--- src/sv/chtc_pkg.sv ---
// ----------------------------------------------------------------------------
// chtc_pkg: shared constants and helpers for the heading/thrust controller
// Holds the register map, reset values, fixed field widths and the angle
// wrap helper.
// ----------------------------------------------------------------------------
package chtc_pkg;

    // default width of the stored inner error
    localparam int ANGLE_WIDTH_DEF = 16;

    // shared multiplier operand widths (B holds a 20-bit gain plus sign)
    localparam int MUL_B_W     = 21;
    localparam int MUL_A_W_DEF = 17;

    // configuration port
    localparam int CFG_IDX_W  = 3;
    localparam int CFG_DATA_W = 24;

    localparam logic [CFG_IDX_W-1:0] REG_TARGET_HEADING   = 3'd0;
    localparam logic [CFG_IDX_W-1:0] REG_TOTAL_THRUST     = 3'd1;
    localparam logic [CFG_IDX_W-1:0] REG_INNER_P_GAIN     = 3'd2;
    localparam logic [CFG_IDX_W-1:0] REG_INNER_D_GAIN     = 3'd3;
    localparam logic [CFG_IDX_W-1:0] REG_OUTER_P_GAIN     = 3'd4;
    localparam logic [CFG_IDX_W-1:0] REG_CORRECTION_LIMIT = 3'd5;
    localparam logic [CFG_IDX_W-1:0] REG_SPEED_THRESHOLD  = 3'd6;

    // register reset values
    localparam logic signed [14:0] RST_TARGET_HEADING   = 15'sd5760;
    localparam logic signed [15:0] RST_TOTAL_THRUST     = 16'sd1024;
    localparam logic [19:0]        RST_INNER_P_GAIN     = 20'd4660;
    localparam logic [19:0]        RST_INNER_D_GAIN     = 20'd0;
    localparam logic [15:0]        RST_OUTER_P_GAIN     = 16'd0;
    localparam logic [13:0]        RST_CORRECTION_LIMIT = 14'd2880;
    localparam logic [23:0]        RST_SPEED_THRESHOLD  = 24'd66;

    // angles in 1/64 degree
    localparam logic signed [17:0] HALF_TURN   = 18'sd11520;
    localparam logic signed [17:0] FULL_TURN   = 18'sd23040;
    localparam logic signed [17:0] DOUBLE_TURN = 18'sd46080;

    // split is Q.16, saturated to +-1.0
    localparam int SPLIT_ONE = 65536;

    // Wrap an angle into [-180, 180) degrees. Inputs stay within two turns
    // of the range, so at most one double or single turn is folded back.
    function automatic logic signed [14:0] wrap_angle(input logic signed [17:0] a);
        logic signed [17:0] s;
        s = a + HALF_TURN;
        if (s < -FULL_TURN) begin
            s = s + DOUBLE_TURN;
        end else if (s < 18'sd0) begin
            s = s + FULL_TURN;
        end else if (s >= DOUBLE_TURN) begin
            s = s - DOUBLE_TURN;
        end else if (s >= FULL_TURN) begin
            s = s - FULL_TURN;
        end
        return 15'(s - HALF_TURN);
    endfunction

endpackage

--- src/sv/cascaded_heading_thrust_controller_core.sv ---
// ----------------------------------------------------------------------------
// cascaded_heading_thrust_controller_core: cascaded P / PD heading controller
// Outer P loop shifts the heading setpoint; inner PD loop splits total thrust
// between left and right thrusters. One shared multiplier, small sequencer.
// ----------------------------------------------------------------------------
//  channel | direction | handshake            | payload
//  --------+-----------+----------------------+--------------------------------
//  cfg     | in        | i_cfg_we             | i_cfg_index, i_cfg_data
//  in      | in        | i_in_valid/o_in_stall| gondola/velocity heading, speed
//  out     | out       | o_out_valid/i_out_stall | thrusts, setpoint, error
//
//  An item passes from its input transfer through OUTER, CORR, ERR, MUL_P,
//  MUL_D, SPLIT, MUL_L, MUL_R and DONE to its result loading the output
//  register; five products run one after another through the single
//  multiplier. The next item is taken the cycle after that load, not before.
//  A result waiting on a stalled output holds the sequencer in its last step.
//  Synchronous active-low reset restores register defaults and clears the
//  stored inner error.
// ----------------------------------------------------------------------------
module cascaded_heading_thrust_controller_core
    import chtc_pkg::*;
#(
    parameter int ANGLE_WIDTH = ANGLE_WIDTH_DEF
) (
    input  logic                     i_clk,
    input  logic                     i_rst_n,
    // configuration
    input  logic                     i_cfg_we,
    input  logic [CFG_IDX_W-1:0]     i_cfg_index,
    input  logic [CFG_DATA_W-1:0]    i_cfg_data,
    // input channel
    input  logic                     i_in_valid,
    output logic                     o_in_stall,
    input  logic signed [14:0]       i_gondola_heading,
    input  logic signed [14:0]       i_velocity_heading,
    input  logic [23:0]              i_gondola_speed,
    // output channel
    output logic                     o_out_valid,
    input  logic                     i_out_stall,
    output logic signed [15:0]       o_left_thrust,
    output logic signed [15:0]       o_right_thrust,
    output logic signed [15:0]       o_heading_setpoint,
    output logic signed [14:0]       o_heading_error
);

    // error change width and shared multiplier widths
    localparam int CW = ((ANGLE_WIDTH > 15) ? ANGLE_WIDTH : 15) + 1;
    localparam int PW = CW + MUL_B_W;

    localparam logic signed [CW-1:0] LIM_HI = CW'((1 << (ANGLE_WIDTH - 1)) - 1);
    localparam logic signed [CW-1:0] LIM_LO = -LIM_HI - CW'(1);

    // sequencer codes
    localparam logic [3:0] ST_IDLE  = 4'd0;
    localparam logic [3:0] ST_OUTER = 4'd1;
    localparam logic [3:0] ST_CORR  = 4'd2;
    localparam logic [3:0] ST_ERR   = 4'd3;
    localparam logic [3:0] ST_MUL_P = 4'd4;
    localparam logic [3:0] ST_MUL_D = 4'd5;
    localparam logic [3:0] ST_SPLIT = 4'd6;
    localparam logic [3:0] ST_MUL_L = 4'd7;
    localparam logic [3:0] ST_MUL_R = 4'd8;
    localparam logic [3:0] ST_DONE  = 4'd9;

    // configuration registers
    logic signed [14:0] r_target_heading;
    logic signed [15:0] r_total_thrust;
    logic [19:0]        r_inner_p_gain;
    logic [19:0]        r_inner_d_gain;
    logic [15:0]        r_outer_p_gain;
    logic [13:0]        r_correction_limit;
    logic [23:0]        r_speed_threshold;

    // control
    logic [3:0]         r_state;
    logic [3:0]         n_state;
    logic               r_out_valid;
    logic signed [ANGLE_WIDTH-1:0] r_prev;

    // working registers
    logic signed [14:0] r_heading;
    logic signed [14:0] r_target;
    logic signed [14:0] r_oerr;
    logic signed [15:0] r_setpoint;
    logic signed [14:0] r_err;
    logic signed [CW-1:0] r_change;
    logic signed [PW-1:0] r_acc;
    logic signed [17:0] r_split;
    logic signed [15:0] r_left;

    // output registers
    logic signed [15:0] r_out_left;
    logic signed [15:0] r_out_right;
    logic signed [15:0] r_out_setpoint;
    logic signed [14:0] r_out_err;

    logic               w_in_xfer;
    logic               w_out_free;
    logic signed [14:0] w_head_sel;
    logic signed [14:0] w_target;
    logic               w_mul_en;
    logic signed [CW-1:0]      w_mul_a;
    logic signed [MUL_B_W-1:0] w_mul_b;
    logic signed [PW-1:0]      w_prod;
    logic signed [PW-1:0]      w_prod_sh;
    logic signed [PW-1:0]      w_lim;
    logic signed [14:0]        w_corr;
    logic signed [16:0]        w_setpoint;
    logic signed [14:0]        w_err;
    logic signed [CW-1:0]      w_err_ext;
    logic signed [CW-1:0]      w_prev_ext;
    logic signed [CW-1:0]      w_err_sat;
    logic signed [PW:0]        w_sum;
    logic signed [PW:0]        w_sum_sh;
    logic signed [17:0]        w_split;
    logic signed [15:0]        w_right;

    assign w_in_xfer  = i_in_valid && !o_in_stall;
    assign w_out_free = !r_out_valid || !i_out_stall;
    assign o_in_stall = (r_state != ST_IDLE);

    // configuration writes
    always_ff @(posedge i_clk) begin
        if (!i_rst_n) begin
            r_target_heading   <= RST_TARGET_HEADING;
            r_total_thrust     <= RST_TOTAL_THRUST;
            r_inner_p_gain     <= RST_INNER_P_GAIN;
            r_inner_d_gain     <= RST_INNER_D_GAIN;
            r_outer_p_gain     <= RST_OUTER_P_GAIN;
            r_correction_limit <= RST_CORRECTION_LIMIT;
            r_speed_threshold  <= RST_SPEED_THRESHOLD;
        end else if (i_cfg_we) begin
            case (i_cfg_index)
                REG_TARGET_HEADING:   r_target_heading   <= i_cfg_data[14:0];
                REG_TOTAL_THRUST:     r_total_thrust     <= i_cfg_data[15:0];
                REG_INNER_P_GAIN:     r_inner_p_gain     <= i_cfg_data[19:0];
                REG_INNER_D_GAIN:     r_inner_d_gain     <= i_cfg_data[19:0];
                REG_OUTER_P_GAIN:     r_outer_p_gain     <= i_cfg_data[15:0];
                REG_CORRECTION_LIMIT: r_correction_limit <= i_cfg_data[13:0];
                REG_SPEED_THRESHOLD:  r_speed_threshold  <= i_cfg_data[23:0];
                default: ;
            endcase
        end
    end

    // heading choice, wrapped target and outer error at the input transfer
    assign w_head_sel = (i_gondola_speed > r_speed_threshold) ? i_velocity_heading
                                                               : i_gondola_heading;
    assign w_target   = wrap_angle(18'(r_target_heading));

    // outer correction: (err * gain) >>> 12, clamped to +-limit
    assign w_prod_sh = w_prod >>> 12;
    assign w_lim     = PW'($signed({1'b0, r_correction_limit}));
    always_comb begin
        if (w_prod_sh > w_lim) begin
            w_corr = 15'(w_lim);
        end else if (w_prod_sh < -w_lim) begin
            w_corr = 15'(-w_lim);
        end else begin
            w_corr = 15'(w_prod_sh);
        end
    end
    assign w_setpoint = 17'(r_target) - 17'(w_corr);

    // inner error, its change and the saturated copy kept for next tick
    assign w_err      = wrap_angle(18'(r_heading) - 18'(r_setpoint));
    assign w_err_ext  = CW'(w_err);
    assign w_prev_ext = CW'(r_prev);
    always_comb begin
        if (w_err_ext > LIM_HI) begin
            w_err_sat = LIM_HI;
        end else if (w_err_ext < LIM_LO) begin
            w_err_sat = LIM_LO;
        end else begin
            w_err_sat = w_err_ext;
        end
    end

    // split: (e*P + de*D) >>> 10, saturated to +-1.0
    assign w_sum    = (PW+1)'(r_acc) + (PW+1)'(w_prod);
    assign w_sum_sh = w_sum >>> 10;
    always_comb begin
        if (w_sum_sh > (PW+1)'(SPLIT_ONE)) begin
            w_split = 18'(SPLIT_ONE);
        end else if (w_sum_sh < -((PW+1)'(SPLIT_ONE))) begin
            w_split = -18'(SPLIT_ONE);
        end else begin
            w_split = 18'(w_sum_sh);
        end
    end

    assign w_right = 16'(w_prod >>> 17);

    // shared multiplier operand select
    always_comb begin
        w_mul_en = 1'b1;
        w_mul_a  = CW'(r_oerr);
        w_mul_b  = MUL_B_W'($signed({1'b0, r_outer_p_gain}));
        case (r_state)
            ST_OUTER: begin
                w_mul_a = CW'(r_oerr);
                w_mul_b = MUL_B_W'($signed({1'b0, r_outer_p_gain}));
            end
            ST_MUL_P: begin
                w_mul_a = CW'(r_err);
                w_mul_b = MUL_B_W'($signed({1'b0, r_inner_p_gain}));
            end
            ST_MUL_D: begin
                w_mul_a = r_change;
                w_mul_b = MUL_B_W'($signed({1'b0, r_inner_d_gain}));
            end
            ST_MUL_L: begin
                w_mul_a = CW'(r_total_thrust);
                w_mul_b = MUL_B_W'(SPLIT_ONE) + MUL_B_W'(r_split);
            end
            ST_MUL_R: begin
                w_mul_a = CW'(r_total_thrust);
                w_mul_b = MUL_B_W'(SPLIT_ONE) - MUL_B_W'(r_split);
            end
            default: begin
                w_mul_en = 1'b0;
            end
        endcase
    end

    chtc_mul #(
        .A_W (CW),
        .B_W (MUL_B_W)
    ) u_mul (
        .i_clk  (i_clk),
        .i_en   (w_mul_en),
        .i_a    (w_mul_a),
        .i_b    (w_mul_b),
        .o_prod (w_prod)
    );

    // sequencer
    always_comb begin
        n_state = r_state;
        case (r_state)
            ST_IDLE:  if (w_in_xfer) n_state = ST_OUTER;
            ST_OUTER: n_state = ST_CORR;
            ST_CORR:  n_state = ST_ERR;
            ST_ERR:   n_state = ST_MUL_P;
            ST_MUL_P: n_state = ST_MUL_D;
            ST_MUL_D: n_state = ST_SPLIT;
            ST_SPLIT: n_state = ST_MUL_L;
            ST_MUL_L: n_state = ST_MUL_R;
            ST_MUL_R: n_state = ST_DONE;
            ST_DONE:  if (w_out_free) n_state = ST_IDLE;
            default:  n_state = ST_IDLE;
        endcase
    end

    // control state
    always_ff @(posedge i_clk) begin
        if (!i_rst_n) begin
            r_state     <= ST_IDLE;
            r_out_valid <= 1'b0;
            r_prev      <= '0;
        end else begin
            r_state <= n_state;
            if (r_state == ST_DONE && w_out_free) begin
                r_out_valid <= 1'b1;
            end else if (!i_out_stall) begin
                r_out_valid <= 1'b0;
            end
            if (r_state == ST_ERR) begin
                r_prev <= ANGLE_WIDTH'(w_err_sat);
            end
        end
    end

    // working and output registers
    always_ff @(posedge i_clk) begin
        if (w_in_xfer) begin
            r_heading <= w_head_sel;
            r_target  <= w_target;
            r_oerr    <= wrap_angle(18'(w_head_sel) - 18'(w_target));
        end
        if (r_state == ST_CORR) begin
            r_setpoint <= 16'(w_setpoint);
        end
        if (r_state == ST_ERR) begin
            r_err    <= w_err;
            r_change <= w_err_ext - w_prev_ext;
        end
        if (r_state == ST_MUL_D) begin
            r_acc <= w_prod;
        end
        if (r_state == ST_SPLIT) begin
            r_split <= w_split;
        end
        if (r_state == ST_MUL_R) begin
            r_left <= 16'(w_prod >>> 17);
        end
        if (r_state == ST_DONE && w_out_free) begin
            r_out_left     <= r_left;
            r_out_right    <= w_right;
            r_out_setpoint <= r_setpoint;
            r_out_err      <= r_err;
        end
    end

    assign o_out_valid        = r_out_valid;
    assign o_left_thrust      = r_out_left;
    assign o_right_thrust     = r_out_right;
    assign o_heading_setpoint = r_out_setpoint;
    assign o_heading_error    = r_out_err;

`ifndef NO_ASSERTIONS
    // an input transfer starts the sequence
    a_start: assert property (@(posedge i_clk) disable iff (!i_rst_n)
        w_in_xfer |=> (r_state == ST_OUTER))
        else $error("sequencer did not start after input transfer");

    // a new result only ever comes from the last step
    a_result_src: assert property (@(posedge i_clk) disable iff (!i_rst_n)
        $rose(o_out_valid) |-> ($past(r_state) == ST_DONE))
        else $error("result loaded outside final step");

    // saturated split stays within +-1.0 when used
    a_split_range: assert property (@(posedge i_clk) disable iff (!i_rst_n)
        (r_state == ST_MUL_L) |->
            (r_split <= 18'sd65536) && (r_split >= -18'sd65536))
        else $error("thrust split out of range");

    // setpoint stays within target +- the largest correction
    a_setpoint_range: assert property (@(posedge i_clk) disable iff (!i_rst_n)
        (r_state == ST_ERR) |->
            (r_setpoint <= 16'sd27902) && (r_setpoint >= -16'sd27903))
        else $error("heading setpoint out of range");
`endif

endmodule

--- src/sv/chtc_mul.sv ---
// ----------------------------------------------------------------------------
// chtc_mul: shared signed multiplier with registered product
// One product per enabled cycle; the product holds while not enabled.
// ----------------------------------------------------------------------------
module chtc_mul
    import chtc_pkg::*;
#(
    parameter int A_W = MUL_A_W_DEF,
    parameter int B_W = MUL_B_W
) (
    input  logic                     i_clk,
    input  logic                     i_en,
    input  logic signed [A_W-1:0]    i_a,
    input  logic signed [B_W-1:0]    i_b,
    output logic signed [A_W+B_W-1:0] o_prod
);

    logic signed [A_W+B_W-1:0] r_prod;
    logic signed [A_W+B_W-1:0] n_prod;

    // full-precision signed product
    always_comb begin
        n_prod = (A_W+B_W)'(i_a) * (A_W+B_W)'(i_b);
    end

    always_ff @(posedge i_clk) begin
        if (i_en) begin
            r_prod <= n_prod;
        end
    end

    assign o_prod = r_prod;

endmodule

--- config.mk ---
export PLATFORM = sky130hd
export DESIGN_NAME = cascaded_heading_thrust_controller_core
export DESIGN_NICKNAME = d
export VERILOG_FILES = /design/src/sv/chtc_pkg.sv /design/src/sv/cascaded_heading_thrust_controller_core.sv /design/src/sv/chtc_mul.sv
export SDC_FILE = /design/constraint.sdc
export NUM_CORES = 2
export LEC_CHECK = 0
export BUFFER_PORTS_ARGS = -buffer_cell sky130_fd_sc_hd__buf_4
export CAP_MARGIN = 20
export CORE_ASPECT_RATIO = 1.25
export CORE_MARGIN = 2
export CORE_UTILIZATION = 45
export DETAILED_ROUTE_END_ITERATION = 12
export GPL_ROUTABILITY_DRIVEN = 1
export SLEW_MARGIN = 5
export SYNTH_ARGS = -nofsm -noshare
export SYNTH_HDL_FRONTEND = slang
export SYNTH_HIERARCHICAL = 1
export SYNTH_SLANG_ARGS = --single-unit
--- constraint.sdc ---
create_clock -name i_clk -period 9.5 [get_ports i_clk]
set_input_delay 1.425 -clock i_clk [delete_from_list [all_inputs] [get_ports i_clk]]
set_output_delay 1.425 -clock i_clk [all_outputs]
set_load 0.1 [all_outputs]
==> metrics.yaml <==
status: "complete, no violations"
dieArea_um2: 87100
r2r-end: "u_mul/o_prod[37]$_DFFE_PP_"
gp_congestion: 0.920
worst_path_dominant_cell_family: "adder cells"
cts_buffers: 44
synth_top_family_by_area: "adder cells"
hold_viol_final: 0
ios: 151
design_area_um2: 42300
cts_sinks: 412
die_x_um: 264
crit_path_max_incr_delay_ps: 610
grt_max_degree: 87
synth_compound_area_share_pct: 14.0
worstPathMaxFanout: 17
dpl-instance-area_um2: 40800
grt_pass1_vias: 29900
drt-initial-drc-count: 1976
whs_path_depth: 0
max-cap-violations: 0
final_cells: 5281
fin_crit_ps: 8830
drt-vias-per-instance: 5.52
synth.avg_cell_area_um2: 9.47
critPathSlowestCell: "or4_1"
layout_commonest_cell: "inv_1"
synth_edf_count: 266
place_hpwl_um: 84800
yosysWarnings: 6
drv_slew: 0
worstReg2RegStart: "r_split[6]$_SDFFCE_PP0P_"
p_int_mw: 5.72
die_h_um: 329
crit_type: "reg -> reg"
synthesis.instances: 4026
vias: 29200
drc: 0
cp_num_cells: 28
portBuffers: 150
synth_seq_cells: 412
dp.cells: 5198
routed_wl_um: 109000
setup-violations-final: 0
end_kind: "flip-flop"
ant_nets: 0
p_leak_nw: 18.5
ys_seq_area_share_pct: 28.6
period_share_pct: 93.0
syn_nets: 4802
wire_per_inst_um: 20.6
ys_types: 96
antenna_found_initial: 3
drt-pass1-iter-count: 5
seqPwrFrac_pct: 24.5
tns_ps: 0
startpoint: "r_split[6]$_SDFFCE_PP0P_"
overflow: 0
p_switching_mw: 4.68
synth_top_area_share_pct: 20.9
max_freq_ghz: 0.113
whs_ps: 419
pwr_density_cell_nw_per_um2: 246
rsz0062_at_grt: "no"
hp-class: "reg -> reg"
synth_xor_area_share_pct: 3.56
synthFlopType: "edfxtp_1"
worstMarginPinSlew_ps: 1060
diodes: 0
clk_latency_ps: 620
yosys-mux-area-fraction_pct: 1.94
row_count: 119
reg2regPathDepth: 28
cts-htree-levels: 2
max_slew_margin_pct: 28.3
cp-start-kind: "flip-flop"
critPathArrivalTime_ps: 9150
cts_tree: "yes"
grt_first_pass_wirelength_um: 171000
synthTopCellsByArea: "edfxtp_1, fa_1, ha_1"
power_frac_comb_pct: 58.3
required_ps: 9820
worst_clock_skew_ps: 38.0
yosysTopAreaCell: "edfxtp_1"
clockBufferDepth: 3
cts-root-buf: "clkbuf_16"
ir_worst_vdd_mv: 0.220
cp-endpoint: "u_mul/o_prod[37]$_DFFE_PP_"
ys_async_sr_fraction_pct: 0
p_sw_share_pct: 45.0
pwr-share-clk_pct: 17.2
p_total_mw: 10.4
crit_top_cell: "fa_1"
nets: 4932
drive_gt1_share_pct: 9.33
ff2ff_setup_slack_ps: 670
core-area_um2: 84100
grt_use_total_pct: 25.3
crit_buf_inv: 5
start_util_pct: 45.3
synthAdderAreaFrac_pct: 29.8
synthToLayoutAreaGrowth_pct: 10.8
postCtsSetupRepairBufs: 0
synth_simple_gate_area_share_pct: 15.0
path_clk_slew_ps: 70
layout_common_cells: "inv_1, nand2_1, fa_1, ha_1, edfxtp_1"
synth.cell_area_um2: 38100
## metrics by stage
step           worst slack, ps  utilization [%]
2_1_floorplan              844                -
3_3_place_gp               536             48.5
3_5_place_dp               403             48.5
4_1_cts                    334             50.2
5_1_grt                   34.8             50.2
6_report                   668             50.2
## worst min-delay path by stage
stage                                  endpoint                  from  slack [ps]
global route        o_left_thrust[12]$_DFFE_PP_  r_left[12]$_DFFE_PP_         430
finish              o_left_thrust[15]$_DFFE_PP_  r_left[15]$_DFFE_PP_         420
detailed placement  o_left_thrust[12]$_DFFE_PP_  r_left[12]$_DFFE_PP_         400
global placement     o_left_thrust[9]$_DFFE_PP_   r_left[9]$_DFFE_PP_         400
floorplan            o_left_thrust[0]$_DFFE_PP_   r_left[0]$_DFFE_PP_         400
CTS                  o_left_thrust[8]$_DFFE_PP_   r_left[8]$_DFFE_PP_         420
## per-layer routing
| layer | share of wire [%] | track usage [%] | routed length, um | up-vias |
|---|---|---|---|---|
| met5 | 0.016 | 0 | 17 | - |
| met4 | 4.9 | 11.4 | 5310 | 2 |
| met3 | 5.6 | 3.81 | 6110 | 206 |
| met2 | 47 | 42.5 | 51200 | 812 |
| met1 | 42 | 32.5 | 46100 | 14300 |
| li1 | - | - | - | 13800 |
## cell families after synthesis
group	after synthesis
multiplexers	70
flip-flops	412
AND/OR/NAND/NOR	1219
buffers and inverters	724
adder cells (fa/ha/maj)	691
AO/OA/AOI/OAI	755
XOR/XNOR	155
## power by group through the flow
stage	combinational, mW	clock [mW]	sequential [mW]
floorplan	4.46	0	2.45
global placement	5.98	0	2.58
detailed placement	6.02	0	2.58
CTS	6.05	1.83	2.55
global route	6.81	1.89	2.55
finish	6.06	1.79	2.55
## Yosys cell counts, drive strengths merged, types with 98 or more instances
cell	number
a21boi	132
a21oi	166
and2	179
clkbuf	141
dfxtp	146
edfxtp	266
fa	360
ha	330
inv	572
nand2	562
nor2	180
o21ai	98
xnor2	108
## worst reg2reg max path: cells and delay by family (launching register included)
family / cells / cell delay (ps)
adder cells (fa/ha/maj): 7 / 3540
AND/OR/NAND/NOR: 9 / 2260
AO/OA/AOI/OAI: 5 / 1270
buffers and inverters: 5 / 750
flip-flops: 1 / 430
XOR/XNOR: 2 / 290
## area by class of cell
class | instances | area (um2)
Timing Repair Buffer | 234 | 1770
Clock buffer | 60 | 1200
Inverter | 574 | 2150
Tap cell | 1089 | 1360
Fill cell | 7824 | 41900
Clock inverter | 22 | 267
Multi-Input combinational cell | 2890 | 24600
Sequential cell | 412 | 10900
## registers in the layout, summed over array words and instances (netlist names), 17 cells and up
register and count:
u_mul/o_prod 38, r_speed_threshold 24, r_acc 38, r_inner_d_gain 20, r_change 17, r_inner_p_gain 20
r_split 18
## what timing repair did
| item | 4_1_cts | 5_1_grt |
|---|---|---|
| hold buffers | 0 | 0 |
| setup endpoints to repair | 0 | 3 |
| gates resized for setup | 0 | 3 |
No activity file was read; power rests on OpenSTA's default activity.
